## config.mk

```make
export PLATFORM = sky130hd
export DESIGN_NAME = rgb_to_hsv_converter_flat
export DESIGN_NICKNAME = d
export VERILOG_FILES = /design/src/hw/rtl/rgbhsv_pkg.sv /design/src/hw/rtl/rgbhsv_pixel_if.sv /design/src/hw/rtl/rgbhsv_hsv_if.sv /design/src/hw/rtl/rgbhsv_front.sv /design/src/hw/rtl/rgbhsv_div.sv /design/src/hw/rtl/rgbhsv_back.sv /design/src/hw/rtl/rgb_to_hsv_converter.sv /design/src/flat_wrapper.sv
export SDC_FILE = /design/constraint.sdc
export NUM_CORES = 2
export LEC_CHECK = 0
export ABC_AREA = 1
export BUFFER_PORTS_ARGS = -buffer_cell sky130_fd_sc_hd__clkbuf_2
export CORE_MARGIN = 5
export CORE_UTILIZATION = 64
export DETAILED_ROUTE_END_ITERATION = 12
export PLACE_DENSITY_LB_ADDON = 0.12
export SYNTH_ARGS = -nofsm -noshare
export SYNTH_HDL_FRONTEND = slang
export SYNTH_SLANG_ARGS = --single-unit
```

## constraint.sdc

```tcl
create_clock -name clk -period 6.9 [get_ports clk]
set_clock_uncertainty 0.05 [all_clocks]
set_input_delay 0.345 -clock clk [delete_from_list [all_inputs] [get_ports clk]]
set_output_delay 0.345 -clock clk [all_outputs]
set_load 0.01 [all_outputs]
```

## src/hw/rtl/rgbhsv_pkg.sv

```systemverilog
`default_nettype none

package rgbhsv_pkg;

    // Default channel width of a pixel
    localparam int CHANNEL_BITS_DEF = 8;

    // Divider: quotient bits (one bit per pipeline stage) and numerator growth
    localparam int QUO_W     = 11;
    localparam int NUM_EXTRA = 11;

    // Divider lanes
    localparam int NUM_LANES = 3;
    localparam int LANE_HUE  = 0;
    localparam int LANE_SAT  = 1;
    localparam int LANE_VAL  = 2;

    // Scale factors, doubled for round to nearest
    localparam int HUE_SCALE = 1200;
    localparam int PCT_SCALE = 2000;

    // Result widths
    localparam int HUE_W     = 12;
    localparam int SAT_W     = 10;
    localparam int VAL_W     = 10;
    localparam int HUE_SUM_W = 13;

    // Sector base in tenths of a degree, less the 60 degree bias of the divider
    localparam logic [HUE_SUM_W-1:0] HUE_BASE_RED   = 13'd3000;
    localparam logic [HUE_SUM_W-1:0] HUE_BASE_GREEN = 13'd600;
    localparam logic [HUE_SUM_W-1:0] HUE_BASE_BLUE  = 13'd1800;
    localparam logic [HUE_SUM_W-1:0] HUE_WRAP       = 13'd3600;

    localparam logic [SAT_W-1:0] PCT_MAX = 10'd1000;

    typedef enum logic [1:0] {
        SECT_RED,
        SECT_GREEN,
        SECT_BLUE
    } sector_t;

    // Control that travels beside the divider lanes
    typedef struct packed {
        sector_t sector;
        logic    grey;
        logic    black;
    } side_t;

endpackage

`default_nettype wire

```

## src/hw/rtl/rgbhsv_pixel_if.sv

```systemverilog
`default_nettype none

interface rgbhsv_pixel_if #(
    parameter int CHANNEL_BITS = rgbhsv_pkg::CHANNEL_BITS_DEF
);
    logic                    valid;
    logic                    ready;
    logic [CHANNEL_BITS-1:0] blue;
    logic [CHANNEL_BITS-1:0] green;
    logic [CHANNEL_BITS-1:0] red;

    modport source (output valid, blue, green, red, input ready);
    modport sink   (input valid, blue, green, red, output ready);
endinterface

`default_nettype wire

```

## src/hw/rtl/rgbhsv_hsv_if.sv

```systemverilog
`default_nettype none

interface rgbhsv_hsv_if;
    logic                           valid;
    logic                           ready;
    logic [rgbhsv_pkg::HUE_W-1:0]   hue_tenths;
    logic [rgbhsv_pkg::SAT_W-1:0]   sat_tenths;
    logic [rgbhsv_pkg::VAL_W-1:0]   value_tenths;

    modport source (output valid, hue_tenths, sat_tenths, value_tenths, input ready);
    modport sink   (input valid, hue_tenths, sat_tenths, value_tenths, output ready);
endinterface

`default_nettype wire

```

## src/hw/rtl/rgbhsv_front.sv

```systemverilog
`default_nettype none

module rgbhsv_front #(
    parameter  int CHANNEL_BITS = rgbhsv_pkg::CHANNEL_BITS_DEF,
    localparam int DEN_W        = CHANNEL_BITS + 1,
    localparam int NUM_W        = CHANNEL_BITS + 1 + rgbhsv_pkg::NUM_EXTRA
) (
    input  wire logic             clk,
    input  wire logic             rst_n,
    rgbhsv_pixel_if.sink          pixel,
    output logic                  dn_valid,
    input  wire logic             dn_ready,
    output logic [NUM_W-1:0]      dn_num [rgbhsv_pkg::NUM_LANES],
    output logic [DEN_W-1:0]      dn_den [rgbhsv_pkg::NUM_LANES],
    output rgbhsv_pkg::side_t     dn_side
);

    localparam logic [CHANNEL_BITS-1:0] FULL = '1;

    logic s1_ready;
    logic s2_ready;
    logic s1_valid_reg;
    logic s2_valid_reg;

    logic [CHANNEL_BITS-1:0] mx_next;
    logic [CHANNEL_BITS-1:0] mn_next;
    logic [CHANNEL_BITS-1:0] d_next;
    logic [CHANNEL_BITS:0]   m_next;
    rgbhsv_pkg::sector_t     sector_next;

    logic [CHANNEL_BITS-1:0] mx_reg;
    logic [CHANNEL_BITS-1:0] d_reg;
    logic [CHANNEL_BITS:0]   m_reg;
    rgbhsv_pkg::sector_t     sector_reg;

    logic [NUM_W-1:0]        num_next [rgbhsv_pkg::NUM_LANES];
    logic [DEN_W-1:0]        den_next [rgbhsv_pkg::NUM_LANES];
    rgbhsv_pkg::side_t       side_next;

    logic [NUM_W-1:0]        num_reg [rgbhsv_pkg::NUM_LANES];
    logic [DEN_W-1:0]        den_reg [rgbhsv_pkg::NUM_LANES];
    rgbhsv_pkg::side_t       side_reg;

    // Advance a stage when it is empty or the next one takes its beat
    assign s2_ready    = !s2_valid_reg || dn_ready;
    assign s1_ready    = !s1_valid_reg || s2_ready;
    assign pixel.ready = s1_ready;

    // Stage 1: largest, smallest, spread and hue sector
    always_comb
    begin
        mx_next = pixel.red;
        mn_next = pixel.red;
        if (pixel.green > mx_next)
        begin
            mx_next = pixel.green;
        end
        if (pixel.blue > mx_next)
        begin
            mx_next = pixel.blue;
        end
        if (pixel.green < mn_next)
        begin
            mn_next = pixel.green;
        end
        if (pixel.blue < mn_next)
        begin
            mn_next = pixel.blue;
        end
        d_next = mx_next - mn_next;

        // Biased numerator m = n + d, always within 0..2d
        if (pixel.red == mx_next)
        begin
            sector_next = rgbhsv_pkg::SECT_RED;
            m_next = ({1'b0, pixel.green} + {1'b0, d_next}) - {1'b0, pixel.blue};
        end
        else if (pixel.green == mx_next)
        begin
            sector_next = rgbhsv_pkg::SECT_GREEN;
            m_next = ({1'b0, pixel.blue} + {1'b0, d_next}) - {1'b0, pixel.red};
        end
        else
        begin
            sector_next = rgbhsv_pkg::SECT_BLUE;
            m_next = ({1'b0, pixel.red} + {1'b0, d_next}) - {1'b0, pixel.green};
        end
    end

    // Stage 2: numerators and denominators of the three rounded quotients
    always_comb
    begin
        num_next[rgbhsv_pkg::LANE_HUE] = NUM_W'(m_reg) * NUM_W'(rgbhsv_pkg::HUE_SCALE)
                                       + NUM_W'(d_reg);
        den_next[rgbhsv_pkg::LANE_HUE] = {d_reg, 1'b0};
        num_next[rgbhsv_pkg::LANE_SAT] = NUM_W'(d_reg) * NUM_W'(rgbhsv_pkg::PCT_SCALE)
                                       + NUM_W'(mx_reg);
        den_next[rgbhsv_pkg::LANE_SAT] = {mx_reg, 1'b0};
        num_next[rgbhsv_pkg::LANE_VAL] = NUM_W'(mx_reg) * NUM_W'(rgbhsv_pkg::PCT_SCALE)
                                       + NUM_W'(FULL);
        den_next[rgbhsv_pkg::LANE_VAL] = {FULL, 1'b0};
        side_next.sector = sector_reg;
        side_next.grey   = (d_reg == '0);
        side_next.black  = (mx_reg == '0);
    end

    // Valid bits
    always_ff @(posedge clk or negedge rst_n)
    begin
        if (!rst_n)
        begin
            s1_valid_reg <= 1'b0;
            s2_valid_reg <= 1'b0;
        end
        else
        begin
            if (s1_ready)
            begin
                s1_valid_reg <= pixel.valid;
            end
            if (s2_ready)
            begin
                s2_valid_reg <= s1_valid_reg;
            end
        end
    end

    // Payload: load on a moving beat, hold otherwise
    always_ff @(posedge clk)
    begin
        if (pixel.valid && s1_ready)
        begin
            mx_reg     <= mx_next;
            d_reg      <= d_next;
            m_reg      <= m_next;
            sector_reg <= sector_next;
        end
        if (s1_valid_reg && s2_ready)
        begin
            num_reg  <= num_next;
            den_reg  <= den_next;
            side_reg <= side_next;
        end
    end

    assign dn_valid = s2_valid_reg;
    assign dn_num   = num_reg;
    assign dn_den   = den_reg;
    assign dn_side  = side_reg;

endmodule

`default_nettype wire

```

## src/hw/rtl/rgbhsv_div.sv

```systemverilog
`default_nettype none

module rgbhsv_div #(
    parameter  int CHANNEL_BITS = rgbhsv_pkg::CHANNEL_BITS_DEF,
    localparam int DEN_W        = CHANNEL_BITS + 1,
    localparam int NUM_W        = CHANNEL_BITS + 1 + rgbhsv_pkg::NUM_EXTRA,
    localparam int QW           = rgbhsv_pkg::QUO_W
) (
    input  wire logic              clk,
    input  wire logic              rst_n,
    input  wire logic              up_valid,
    output logic                   up_ready,
    input  wire logic [NUM_W-1:0]  up_num [rgbhsv_pkg::NUM_LANES],
    input  wire logic [DEN_W-1:0]  up_den [rgbhsv_pkg::NUM_LANES],
    input  wire rgbhsv_pkg::side_t up_side,
    output logic                   dn_valid,
    input  wire logic              dn_ready,
    output logic [QW-1:0]          dn_quo [rgbhsv_pkg::NUM_LANES],
    output rgbhsv_pkg::side_t      dn_side
);

    // Restoring division, one quotient bit per stage, three lanes in step
    logic              stage_ready [QW+1];
    logic              valid_reg   [QW];
    rgbhsv_pkg::side_t side_reg    [QW];

    logic [DEN_W-1:0]  rem_reg [QW][rgbhsv_pkg::NUM_LANES];
    logic [QW-1:0]     low_reg [QW][rgbhsv_pkg::NUM_LANES];
    logic [DEN_W-1:0]  den_reg [QW][rgbhsv_pkg::NUM_LANES];
    logic [QW-1:0]     quo_reg [QW][rgbhsv_pkg::NUM_LANES];

    logic              src_valid [QW];
    rgbhsv_pkg::side_t src_side  [QW];
    logic [DEN_W-1:0]  src_rem   [QW][rgbhsv_pkg::NUM_LANES];
    logic [QW-1:0]     src_low   [QW][rgbhsv_pkg::NUM_LANES];
    logic [DEN_W-1:0]  src_den   [QW][rgbhsv_pkg::NUM_LANES];
    logic [QW-1:0]     src_quo   [QW][rgbhsv_pkg::NUM_LANES];

    logic [DEN_W-1:0]  rem_next  [QW][rgbhsv_pkg::NUM_LANES];
    logic [QW-1:0]     low_next  [QW][rgbhsv_pkg::NUM_LANES];
    logic [QW-1:0]     quo_next  [QW][rgbhsv_pkg::NUM_LANES];

    assign stage_ready[QW] = dn_ready;
    assign up_ready        = stage_ready[0];

    for (genvar k = 0; k < QW; k++)
    begin : g_stage
        // Advance when empty or when the next stage takes the beat
        assign stage_ready[k] = !valid_reg[k] || stage_ready[k+1];

        if (k == 0)
        begin : g_first
            assign src_valid[k] = up_valid;
            assign src_side[k]  = up_side;
        end
        else
        begin : g_rest
            assign src_valid[k] = valid_reg[k-1];
            assign src_side[k]  = side_reg[k-1];
        end

        for (genvar l = 0; l < rgbhsv_pkg::NUM_LANES; l++)
        begin : g_lane
            logic [DEN_W:0] trial;
            logic           fits;

            if (k == 0)
            begin : g_load
                // Quotient fits QW bits, so the top slice is below the divisor
                assign src_rem[k][l] = up_num[l][NUM_W-1:QW];
                assign src_low[k][l] = up_num[l][QW-1:0];
                assign src_den[k][l] = up_den[l];
                assign src_quo[k][l] = '0;
            end
            else
            begin : g_chain
                assign src_rem[k][l] = rem_reg[k-1][l];
                assign src_low[k][l] = low_reg[k-1][l];
                assign src_den[k][l] = den_reg[k-1][l];
                assign src_quo[k][l] = quo_reg[k-1][l];
            end

            // Shift in the next numerator bit and try one subtraction
            assign trial = {src_rem[k][l], src_low[k][l][QW-1]};
            assign fits  = (trial >= {1'b0, src_den[k][l]});
            assign rem_next[k][l] = fits ? DEN_W'(trial - {1'b0, src_den[k][l]})
                                         : DEN_W'(trial);
            assign low_next[k][l] = {src_low[k][l][QW-2:0], 1'b0};
            assign quo_next[k][l] = {src_quo[k][l][QW-2:0], fits};
        end

        always_ff @(posedge clk or negedge rst_n)
        begin
            if (!rst_n)
            begin
                valid_reg[k] <= 1'b0;
            end
            else if (stage_ready[k])
            begin
                valid_reg[k] <= src_valid[k];
            end
        end

        always_ff @(posedge clk)
        begin
            if (src_valid[k] && stage_ready[k])
            begin
                side_reg[k] <= src_side[k];
                rem_reg[k]  <= rem_next[k];
                low_reg[k]  <= low_next[k];
                den_reg[k]  <= src_den[k];
                quo_reg[k]  <= quo_next[k];
            end
        end
    end

    assign dn_valid = valid_reg[QW-1];
    assign dn_quo   = quo_reg[QW-1];
    assign dn_side  = side_reg[QW-1];

`ifndef ASSERT_OFF
    // An accepted beat lands in the first stage
    a_enter: assert property (@(posedge clk) disable iff (!rst_n)
        up_valid && up_ready |=> valid_reg[0])
        else $error("rgbhsv_div: accepted beat missing from first stage");

    // A stalled last stage keeps its hue quotient
    a_hold: assert property (@(posedge clk) disable iff (!rst_n)
        valid_reg[QW-1] && !dn_ready |=>
            valid_reg[QW-1] && $stable(quo_reg[QW-1][rgbhsv_pkg::LANE_HUE]))
        else $error("rgbhsv_div: stalled quotient changed");
`endif

endmodule

`default_nettype wire

```

## src/hw/rtl/rgbhsv_back.sv

```systemverilog
`default_nettype none

module rgbhsv_back (
    input  wire logic                          clk,
    input  wire logic                          rst_n,
    input  wire logic                          up_valid,
    output logic                               up_ready,
    input  wire logic [rgbhsv_pkg::QUO_W-1:0]  up_quo [rgbhsv_pkg::NUM_LANES],
    input  wire rgbhsv_pkg::side_t             up_side,
    rgbhsv_hsv_if.source                       hsv
);

    logic [rgbhsv_pkg::HUE_SUM_W-1:0] base;
    logic [rgbhsv_pkg::HUE_SUM_W-1:0] hue_sum;
    logic [rgbhsv_pkg::HUE_SUM_W-1:0] hue_wrapped;

    logic [rgbhsv_pkg::HUE_W-1:0] hue_next;
    logic [rgbhsv_pkg::SAT_W-1:0] sat_next;
    logic [rgbhsv_pkg::VAL_W-1:0] val_next;

    logic                         valid_reg;
    logic [rgbhsv_pkg::HUE_W-1:0] hue_reg;
    logic [rgbhsv_pkg::SAT_W-1:0] sat_reg;
    logic [rgbhsv_pkg::VAL_W-1:0] val_reg;

    // Output register frees up whenever the receiver takes the beat
    assign up_ready = !valid_reg || hsv.ready;

    // Add the sector base, wrap at a full turn, apply grey and black cases
    always_comb
    begin
        case (up_side.sector)
            rgbhsv_pkg::SECT_RED:   base = rgbhsv_pkg::HUE_BASE_RED;
            rgbhsv_pkg::SECT_GREEN: base = rgbhsv_pkg::HUE_BASE_GREEN;
            rgbhsv_pkg::SECT_BLUE:  base = rgbhsv_pkg::HUE_BASE_BLUE;
            default:                base = rgbhsv_pkg::HUE_BASE_RED;
        endcase
        hue_sum = rgbhsv_pkg::HUE_SUM_W'(up_quo[rgbhsv_pkg::LANE_HUE]) + base;
        hue_wrapped = (hue_sum >= rgbhsv_pkg::HUE_WRAP) ? hue_sum - rgbhsv_pkg::HUE_WRAP
                                                         : hue_sum;
        hue_next = up_side.grey ? '0 : hue_wrapped[rgbhsv_pkg::HUE_W-1:0];
        sat_next = up_side.black ? '0
                                 : up_quo[rgbhsv_pkg::LANE_SAT][rgbhsv_pkg::SAT_W-1:0];
        val_next = up_quo[rgbhsv_pkg::LANE_VAL][rgbhsv_pkg::VAL_W-1:0];
    end

    always_ff @(posedge clk or negedge rst_n)
    begin
        if (!rst_n)
        begin
            valid_reg <= 1'b0;
        end
        else if (up_ready)
        begin
            valid_reg <= up_valid;
        end
    end

    always_ff @(posedge clk)
    begin
        if (up_valid && up_ready)
        begin
            hue_reg <= hue_next;
            sat_reg <= sat_next;
            val_reg <= val_next;
        end
    end

    assign hsv.valid        = valid_reg;
    assign hsv.hue_tenths   = hue_reg;
    assign hsv.sat_tenths   = sat_reg;
    assign hsv.value_tenths = val_reg;

`ifndef ASSERT_OFF
    a_hue_range: assert property (@(posedge clk) disable iff (!rst_n)
        valid_reg |-> hue_reg < rgbhsv_pkg::HUE_WRAP[rgbhsv_pkg::HUE_W-1:0])
        else $error("rgbhsv_back: hue out of range");

    a_sat_range: assert property (@(posedge clk) disable iff (!rst_n)
        valid_reg |-> sat_reg <= rgbhsv_pkg::PCT_MAX)
        else $error("rgbhsv_back: saturation out of range");

    a_val_range: assert property (@(posedge clk) disable iff (!rst_n)
        valid_reg |-> val_reg <= rgbhsv_pkg::PCT_MAX)
        else $error("rgbhsv_back: value out of range");
`endif

endmodule

`default_nettype wire

```

## src/hw/rtl/rgb_to_hsv_converter.sv

```systemverilog
// RGB to HSV converter, fully pipelined.
//
// Channels: pixel (sink) carries blue, green, red of CHANNEL_BITS each;
// hsv (source) carries hue_tenths (0..3599), sat_tenths and value_tenths
// (0..1000). Both use valid/ready; a beat moves when both are high.
// Throughput: one pixel per clock, sustained while hsv.ready stays high.
// Stages from an accepted pixel beat to its result on hsv:
// two front stages (extremes, then numerators), eleven divider stages
// (restoring division, one quotient bit per stage, hue, saturation and
// value in parallel lanes) and the output register.
// Each stage advances when empty or when the stage after it moves, so
// bubbles close up while the receiver stalls; pixel.ready drops only once
// every stage holds a result. Nothing is dropped or repeated on a stall.
// Reset clears all valid bits, so the block is ready for a pixel as
// soon as reset is released.
`default_nettype none

module rgb_to_hsv_converter #(
    parameter int CHANNEL_BITS = rgbhsv_pkg::CHANNEL_BITS_DEF
) (
    input  wire logic    clk,
    input  wire logic    rst_n,
    rgbhsv_pixel_if.sink pixel,
    rgbhsv_hsv_if.source hsv
);

    localparam int DEN_W = CHANNEL_BITS + 1;
    localparam int NUM_W = CHANNEL_BITS + 1 + rgbhsv_pkg::NUM_EXTRA;

    logic              fd_valid;
    logic              fd_ready;
    logic [NUM_W-1:0]  fd_num [rgbhsv_pkg::NUM_LANES];
    logic [DEN_W-1:0]  fd_den [rgbhsv_pkg::NUM_LANES];
    rgbhsv_pkg::side_t fd_side;

    logic                         db_valid;
    logic                         db_ready;
    logic [rgbhsv_pkg::QUO_W-1:0] db_quo [rgbhsv_pkg::NUM_LANES];
    rgbhsv_pkg::side_t            db_side;

    rgbhsv_front #(
        .CHANNEL_BITS (CHANNEL_BITS)
    ) u_front (
        .clk      (clk),
        .rst_n    (rst_n),
        .pixel    (pixel),
        .dn_valid (fd_valid),
        .dn_ready (fd_ready),
        .dn_num   (fd_num),
        .dn_den   (fd_den),
        .dn_side  (fd_side)
    );

    rgbhsv_div #(
        .CHANNEL_BITS (CHANNEL_BITS)
    ) u_div (
        .clk      (clk),
        .rst_n    (rst_n),
        .up_valid (fd_valid),
        .up_ready (fd_ready),
        .up_num   (fd_num),
        .up_den   (fd_den),
        .up_side  (fd_side),
        .dn_valid (db_valid),
        .dn_ready (db_ready),
        .dn_quo   (db_quo),
        .dn_side  (db_side)
    );

    rgbhsv_back u_back (
        .clk      (clk),
        .rst_n    (rst_n),
        .up_valid (db_valid),
        .up_ready (db_ready),
        .up_quo   (db_quo),
        .up_side  (db_side),
        .hsv      (hsv)
    );

endmodule

`default_nettype wire

```

## src/flat_wrapper.sv

```systemverilog
// flat-port wrapper written by rule: the top's interface ports become plain ports
module rgb_to_hsv_converter_flat 
#(
    parameter int CHANNEL_BITS = rgbhsv_pkg::CHANNEL_BITS_DEF
)
  (clk, rst_n, pixel_valid, pixel_blue, pixel_green, pixel_red, pixel_ready, hsv_valid, hsv_hue_tenths, hsv_sat_tenths, hsv_value_tenths, hsv_ready);
  rgbhsv_pixel_if #(.CHANNEL_BITS(CHANNEL_BITS)) pixel_i ();
  rgbhsv_hsv_if hsv_i ();
  input  wire logic clk;
  input  wire logic rst_n;
  input wire logic [$bits(pixel_i.valid)-1:0] pixel_valid;
  input wire logic [$bits(pixel_i.blue)-1:0] pixel_blue;
  input wire logic [$bits(pixel_i.green)-1:0] pixel_green;
  input wire logic [$bits(pixel_i.red)-1:0] pixel_red;
  output wire logic [$bits(pixel_i.ready)-1:0] pixel_ready;
  output wire logic [$bits(hsv_i.valid)-1:0] hsv_valid;
  output wire logic [$bits(hsv_i.hue_tenths)-1:0] hsv_hue_tenths;
  output wire logic [$bits(hsv_i.sat_tenths)-1:0] hsv_sat_tenths;
  output wire logic [$bits(hsv_i.value_tenths)-1:0] hsv_value_tenths;
  input wire logic [$bits(hsv_i.ready)-1:0] hsv_ready;
  assign pixel_i.valid = pixel_valid;
  assign pixel_i.blue = pixel_blue;
  assign pixel_i.green = pixel_green;
  assign pixel_i.red = pixel_red;
  assign pixel_ready = pixel_i.ready;
  assign hsv_valid = hsv_i.valid;
  assign hsv_hue_tenths = hsv_i.hue_tenths;
  assign hsv_sat_tenths = hsv_i.sat_tenths;
  assign hsv_value_tenths = hsv_i.value_tenths;
  assign hsv_i.ready = hsv_ready;
  rgb_to_hsv_converter #(.CHANNEL_BITS(CHANNEL_BITS)) u_core (.clk(clk), .rst_n(rst_n), .pixel(pixel_i), .hsv(hsv_i));
endmodule
```

Word level (Yosys, flattened, before mapping)
Memory sizes are Yosys's and may differ from the RTL's.
Index checks and enable logic that the tools add are counted.
{ "totals": {"mem_bits_rw": 1331, "inputBits": 28, "memories": 5, "output_inout_bits": 34, "word_cells": 232, "regBits": 153} }
{ "memory_table": {"columns": ["memory", "depth", "width", "read_ports", "rd_clocked_by_memory_dff", "write_ports", "line", "text"], "rows": [
  ["u_core.u_div.quo_reg", 11, 33, 11, 0, 11, "rgbhsv_div.sv:30", "logic [QW-1:0] quo_reg [QW][rgbhsv_pkg::NUM_LANES];"],
  ["u_core.u_div.low_reg", 11, 30, 10, 0, 11, "rgbhsv_div.sv:28", "logic [QW-1:0] low_reg [QW][rgbhsv_pkg::NUM_LANES];"],
  ["u_core.u_div.den_reg", 11, 27, 10, 0, 11, "rgbhsv_div.sv:29", "logic [DEN_W-1:0] den_reg [QW][rgbhsv_pkg::NUM_LANES];"],
  ["u_core.u_div.rem_reg", 11, 27, 10, 0, 11, "rgbhsv_div.sv:27", "logic [DEN_W-1:0] rem_reg [QW][rgbhsv_pkg::NUM_LANES];"],
  ["u_core.u_div.side_reg", 11, 4, 11, 0, 11, "rgbhsv_div.sv:25", "rgbhsv_pkg::side_t side_reg [QW];"]
]} }
{ "op_classes": {"n_eq_ne": 4, "muxes": 64, "mul": 3, "add_sub_neg": 45, "magnitude_cmp": 38, "reduce_logical": 44} }
{ "op_table": {"columns": ["op", "n"], "rows": [
  ["greater-or-equal comparator 10 x 9 -> 1 bit", 32],
  ["two-way mux 9 bit", 35],
  ["subtractor 9 bit", 32],
  ["two-way mux 8 bit", 4],
  ["multiplier 8 x 7 -> 15 bit, second input constant", 2],
  ["adder 8 x 8 -> 9 bit", 3],
  ["subtractor 9 x 8 -> 9 bit", 3],
  ["one-hot mux 12 bit (2 select lines)", 1],
  ["two-way mux 1 bit", 22],
  ["adder 19 x 8 -> 20 bit", 1],
  ["adder 19 x 8 -> 20 bit, second input constant", 1],
  ["adder 20 x 8 -> 20 bit", 1],
  ["equality test 8 bit", 2],
  ["greater-than comparator 8 bit", 2],
  ["logical NOT 8 bit", 2],
  ["< comparator 8 bit", 2],
  ["multiplier 9 x 7 -> 16 bit, second input constant", 1],
  ["logical AND 1 bit", 14],
  ["logical NOT 1 bit", 14],
  ["logical OR 1 bit", 14],
  ["adder 11 x 12 -> 13 bit", 1],
  ["greater-or-equal comparator 13 x 12 -> 1 bit, second input constant", 1],
  ["two-way mux 12 bit", 1],
  ["subtractor 12 bit, second input constant", 1],
  ["6 further kinds", 6]
]} }

Logic depth before layout (Yosys ltp)
{ "logic_depth": {"depth_word": 16, "mapped_depth": 47, "mapped_depth_nobuf": 46} }

Cells and area by module
Synthesis repeated with hierarchy kept, for this count alone.
{ "unflattened": {"hier_cells": 5201, "hier_area_um2": 58747.6} }
{ "modules_own_cells": {"columns": ["module", "area_each_um2", "n_inst", "cells_per_inst", "seq_area_each_um2"], "rows": [
  ["rgbhsv_div", 45361.0, 1, 3674, 28712.5],
  ["rgbhsv_front", 11389.7, 1, 1305, 2902.8],
  ["rgbhsv_back", 1996.9, 1, 222, 985.9]
]} }

Worst setup path before layout
Ideal clock, no wire load.
{ "synth_timing": {"path_type": "input to register", "startpoint": "input port pixel_red[7]", "endpoint": "register u_core.u_front.m_reg[8] (data pin)", "path_buffers": 2, "path_stages": 39, "setup_time_ns": 0.253, "arrival_ns": 5.825, "slack_ns": 0.772, "t_required_ns": 6.597, "path_cell_list": "inv_1 -> ha_1 -> nand2_1 -> nor2_1 -> nand4_1 -> nand2_2 -> clkbuf_1 -> nand2_1 -> o21ai_0 -> inv_1 -> ha_1 -> a21oi_1 -> nor2_1 -> a211oi_1 -> nand2_2 -> buf_6 -> nand3_1 -> nand2_1 -> [3 not listed] -> xor2_1 -> inv_1 -> fa_1 -> inv_1 -> ha_1 -> a21oi_1 -> o21ai_0 -> a21oi_1 -> nor2_1 -> nor2_1 -> nor2_1 -> nor2_1 -> nor2_1 -> nor2_1 -> xor2_1 -> nand3b_1 -> nand3_1 -> nand2_1"} }
{ "synth_between": {"elab_chain_cells": 9, "word_cells_on_any_way": 19, "cone_classes": "add/sub: 7; order compare: 4; eq/ne: 2; mux: 6"} }
{ "synth_lines": {"columns": ["element", "line", "text"], "rows": [
  ["from (decl)", "flat_wrapper.sv:14", "input wire logic [$bits(pixel_i.red)-1:0] pixel_red;"],
  ["greater-than comparator 8 bit", "rgbhsv_front.sv:54", "if (pixel.green > mx_next)"],
  ["two-way mux 8 bit (*)", "rgbhsv_front.sv:54", null],
  ["greater-than comparator 8 bit", "rgbhsv_front.sv:58", "if (pixel.blue > mx_next)"],
  ["two-way mux 8 bit (*)", "rgbhsv_front.sv:58", null],
  ["via u_core.u_front.mx_next[2]", "rgbhsv_front.sv:25", "logic [CHANNEL_BITS-1:0] mx_next;"],
  ["subtractor 8 bit (*)", "rgbhsv_front.sv:70", "d_next = mx_next - mn_next;"],
  ["via u_core.u_front.d_next[3]", "rgbhsv_front.sv:27", "logic [CHANNEL_BITS-1:0] d_next;"],
  ["adder 8 x 8 -> 9 bit, on equally long branches", "rgbhsv_front.sv:86, rgbhsv_front.sv:81", null],
  ["subtractor 9 x 8 -> 9 bit, on equally long branches", "rgbhsv_front.sv:86, rgbhsv_front.sv:81", null],
  ["two-way mux 9 bit", "rgbhsv_front.sv:78", "else if (pixel.green == mx_next)"],
  ["two-way mux 9 bit (*)", "rgbhsv_front.sv:73", "if (pixel.red == mx_next)"],
  ["via u_core.u_front.m_next[8]", "rgbhsv_front.sv:28", "logic [CHANNEL_BITS:0] m_next;"],
  ["to (signal assigned)", "rgbhsv_front.sv:135", "m_reg <= m_next;"],
  ["to (decl)", "rgbhsv_front.sv:33", "logic [CHANNEL_BITS:0] m_reg;"]
]} }
The timed path passes the listed nets; every way through them passes the cells marked *.
A chain may end at the register's enable or synchronous reset.

Worst setup path in the final report
{ "layout_timing": {"startpoint": "input port pixel_red[1]", "endpoint": "register u_core.u_front.m_reg[8] (data pin)"} }
{ "layout_between": {"elab_chain_cells": 9, "word_cells_on_any_way": 19, "cone_classes": "add/sub: 7; order compare: 4; eq/ne: 2; mux: 6"} }
{ "layout_lines": {"columns": ["element", "line"], "rows": [
  ["greater-than comparator 8 bit or < comparator 8 bit (tied branches)", "rgbhsv_front.sv:54, rgbhsv_front.sv:62"],
  ["two-way mux 8 bit, on equally long branches", "rgbhsv_front.sv:54, rgbhsv_front.sv:62"],
  ["greater-than comparator 8 bit or < comparator 8 bit (tied branches)", "rgbhsv_front.sv:58, rgbhsv_front.sv:66"],
  ["two-way mux 8 bit, on equally long branches", "rgbhsv_front.sv:58, rgbhsv_front.sv:66"],
  ["subtractor 8 bit (*)", "rgbhsv_front.sv:70"],
  ["via u_core.u_front.d_next[3]", "rgbhsv_front.sv:27"],
  ["adder 8 x 8 -> 9 bit, on equally long branches", "rgbhsv_front.sv:86, rgbhsv_front.sv:81"],
  ["subtractor 9 x 8 -> 9 bit, on equally long branches", "rgbhsv_front.sv:86, rgbhsv_front.sv:81"],
  ["two-way mux 9 bit", "rgbhsv_front.sv:78"],
  ["two-way mux 9 bit (*)", "rgbhsv_front.sv:73"],
  ["via u_core.u_front.m_next[8]", "rgbhsv_front.sv:28"]
]} }
Marks and branches as above.

==> results.yml <==
outcome:
  status: "complete, no violations"
critical_path:
  worstSetupEndpointType: "flop"
  startpoint_type: "input pin"
  crit_type: "input pin to flop"
  crit_top_cell: "nand2_1"
  cp.arrival_ns: 6.45
  r2r_end: "u_core.u_front.dn_num[38]"
  slowest_stage: "fa_1"
  crit-reg2reg-launch: "u_core.u_front.d_reg[1]"
  cp_slowest_stage_delay_ns: 0.49
  crit_required_ns: 7.23
  r2r_slack_ns: 1.54
  reg2reg_depth: 18
  critPathMaxFanout: 8
routing:
  first_iter_violations: 1207
  viasPerCell: 5.29
  antenna_left: 0
  drc_errors: 0
  first_pass_iters: 5
  vias: 26100
  wl_per_cell_um: 15.2
  wl_um: 75000
logic_synthesis:
  ys_top_cells_by_area: "edfxtp_1 57%, ha_1 11%, inv_1 5.2%"
  synth_async_sr_flop_share: 0.0166
  ys_seq_area_frac: 0.573
  synth_edf_count: 831
  synth_top_area_share: 0.565
  syn_inst: 3826
  ys_seq_elements: 845
  synth_common_cells: "831 x edfxtp_1, 608 x inv_1, 455 x nand2_1"
  synth_area_per_cell_um2: 11.5
  ys.warnings.count: 0
  yosysUniqueCellTypes: 47
  synth_top_area_cell: "edfxtp_1"
  syn_nets: 4332
  syn-cell-area_um2: 44100
  synth.most_common_cell: "edfxtp_1"
  synth_ff_type: "edfxtp_1"
timing:
  tns_ns: 0
  min_period_ns: 6.12
  fmax_mhz: 164
  tightest_slew_ns: 0.920
  maxSlewHeadroom: 0.387
  setup-violations-final: 0
  fin_ws_ns: 0.784
  drv_slew: 0
  hold_viol: 0
  rsz0062_at_grt: "false"
  whs_ns: 0.128
  post-route-period-util: 0.886
clock_network:
  cts_root_buf: "clkbuf_16"
  clk_pin_slew_ns: 0.06
  htreeDepth: 3
  tritoncts: "yes"
  clk_latency_ns: 0.63
  clkSinkCount: 845
  cts_setup_buffers: 0
  cts_made_buffers: 86
  hold_buffers: 3
  cts_buffer_depth: 3
  post_cts_resized: 0
floorplan:
  die-area_um2: 74300
  die_w_um: 273
  io_pins: 62
  initial_utilization: 0.645
  rows: 96
  die_h_um: 273
  core_area_um2: 68500
placement:
  gp_congestion: 0.935
  post-dp-hpwl_um: 56500
  pre_cts_ws_ns: 0.138
  io_buffers: 61
global_route:
  grt_pass1_vias: 26700
  antenna_found_initial: 0
  grt_pass1_wl_um: 127000
  grt_usage: 0.208
  grt_max_degree: 69
  grt_overflow: 0
run:
  maxCapViolCount: 0
final_layout:
  n_fill_cell: 4791
  drive_above_1_share: 0.0671
  multi_input_area_um2: 16400
  antenna_cells: 0
  areaGrowthSynthToFinish_pct: 9.88
  register_area_um2: 25300
  layout.nets: 4486
  largest_reg_flops: 261
hold_path:
  hold_path_class: "input pin to async pin"
worst max path at each step:
| stage | from | end | slack [ns] | cells past startpoint |
|---|---|---|---|---|
| 2_1_floorplan | pixel_red[7] | u_core.u_front.m_reg[8] | 0.77 | 39 |
| 3_3_place_gp | pixel_red[1] | u_core.u_front.m_reg[8] | 0.21 | 39 |
| 3_5_place_dp | pixel_red[1] | u_core.u_front.m_reg[8] | 0.14 | 39 |
| 4_1_cts | pixel_red[1] | u_core.u_front.m_reg[8] | 0.82 | 39 |
| 5_1_grt | pixel_red[1] | u_core.u_front.m_reg[8] | 0.15 | 39 |
| 6_report | pixel_red[1] | u_core.u_front.m_reg[8] | 0.78 | 39 |
per-stage QoR:
step | std cells | utilization | area (um2)
5_1_grt | 4933 | 0.708 | 48500
3_5_place_dp | 4771 | 0.668 | 45700
3_3_place_gp | 4771 | 0.668 | 45700
2_1_floorplan | 3826 | - | 44100
4_1_cts | 4933 | 0.708 | 48500
6_report | 4933 | 0.708 | 48500
worst max-delay path: cells and delay by family:
family | cells | cell delay, ns
simple gates | 18 | 1.50
compound gates | 8 | 1.80
buf+inv | 6 | 0.68
xor+xnor | 2 | 0.35
fa+ha+maj | 5 | 1.77
per-layer routing:
layer / vias up / GRT usage / share of wire
met5: - / 0 / 0
met4: 0 / 0.0703 / 0.029
met3: 152 / 0.0263 / 0.034
met2: 380 / 0.390 / 0.53
met1: 12200 / 0.249 / 0.41
li1: 13300 / - / -
cell type report:
| type | instances | share of cell area |
|---|---|---|
| inverter | 609 | 0.0471 |
| multi-input combinational | 2332 | 0.339 |
| tap | 882 | 0.0228 |
| sequential | 845 | 0.522 |
| clock inverter | 52 | 0.00978 |
| clock buffer | 107 | 0.0466 |
| timing repair buffer | 106 | 0.0134 |
cells by family after synthesis:
group / share of synthesized area
AOI/OAI and AO/OA: 0.0612
xor gates and xnor gates: 0.0553
adders and majority gates: 0.153
buffers and inverters: 0.0558
DFF: 0.573
muxes: 0.000510
and+or+nand+nor: 0.101
layout by cell type (no fill, tap or decap), types with 11 or more instances in the layout:
cell type,n
o21ai_0,112
a211oi_1,11
clkinv_1,23
clkbuf_16,86
clkbuf_1,18
dfrtp_1,14
or2_2,14
nand3_1,112
clkinv_2,14
ha_1,377
nor3_1,40
xnor2_1,93
inv_1,603
nor2_1,365
fa_1,101
o211ai_1,21
xor2_1,184
clkbuf_2,61
nand4_1,27
edfxtp_1,831
nand2_1,455
o21bai_1,19
a21oi_1,319
buf_4,42
Power is not shown: default switching activity piles up to over one toggle a cycle in this logic, so the estimate is an artifact.
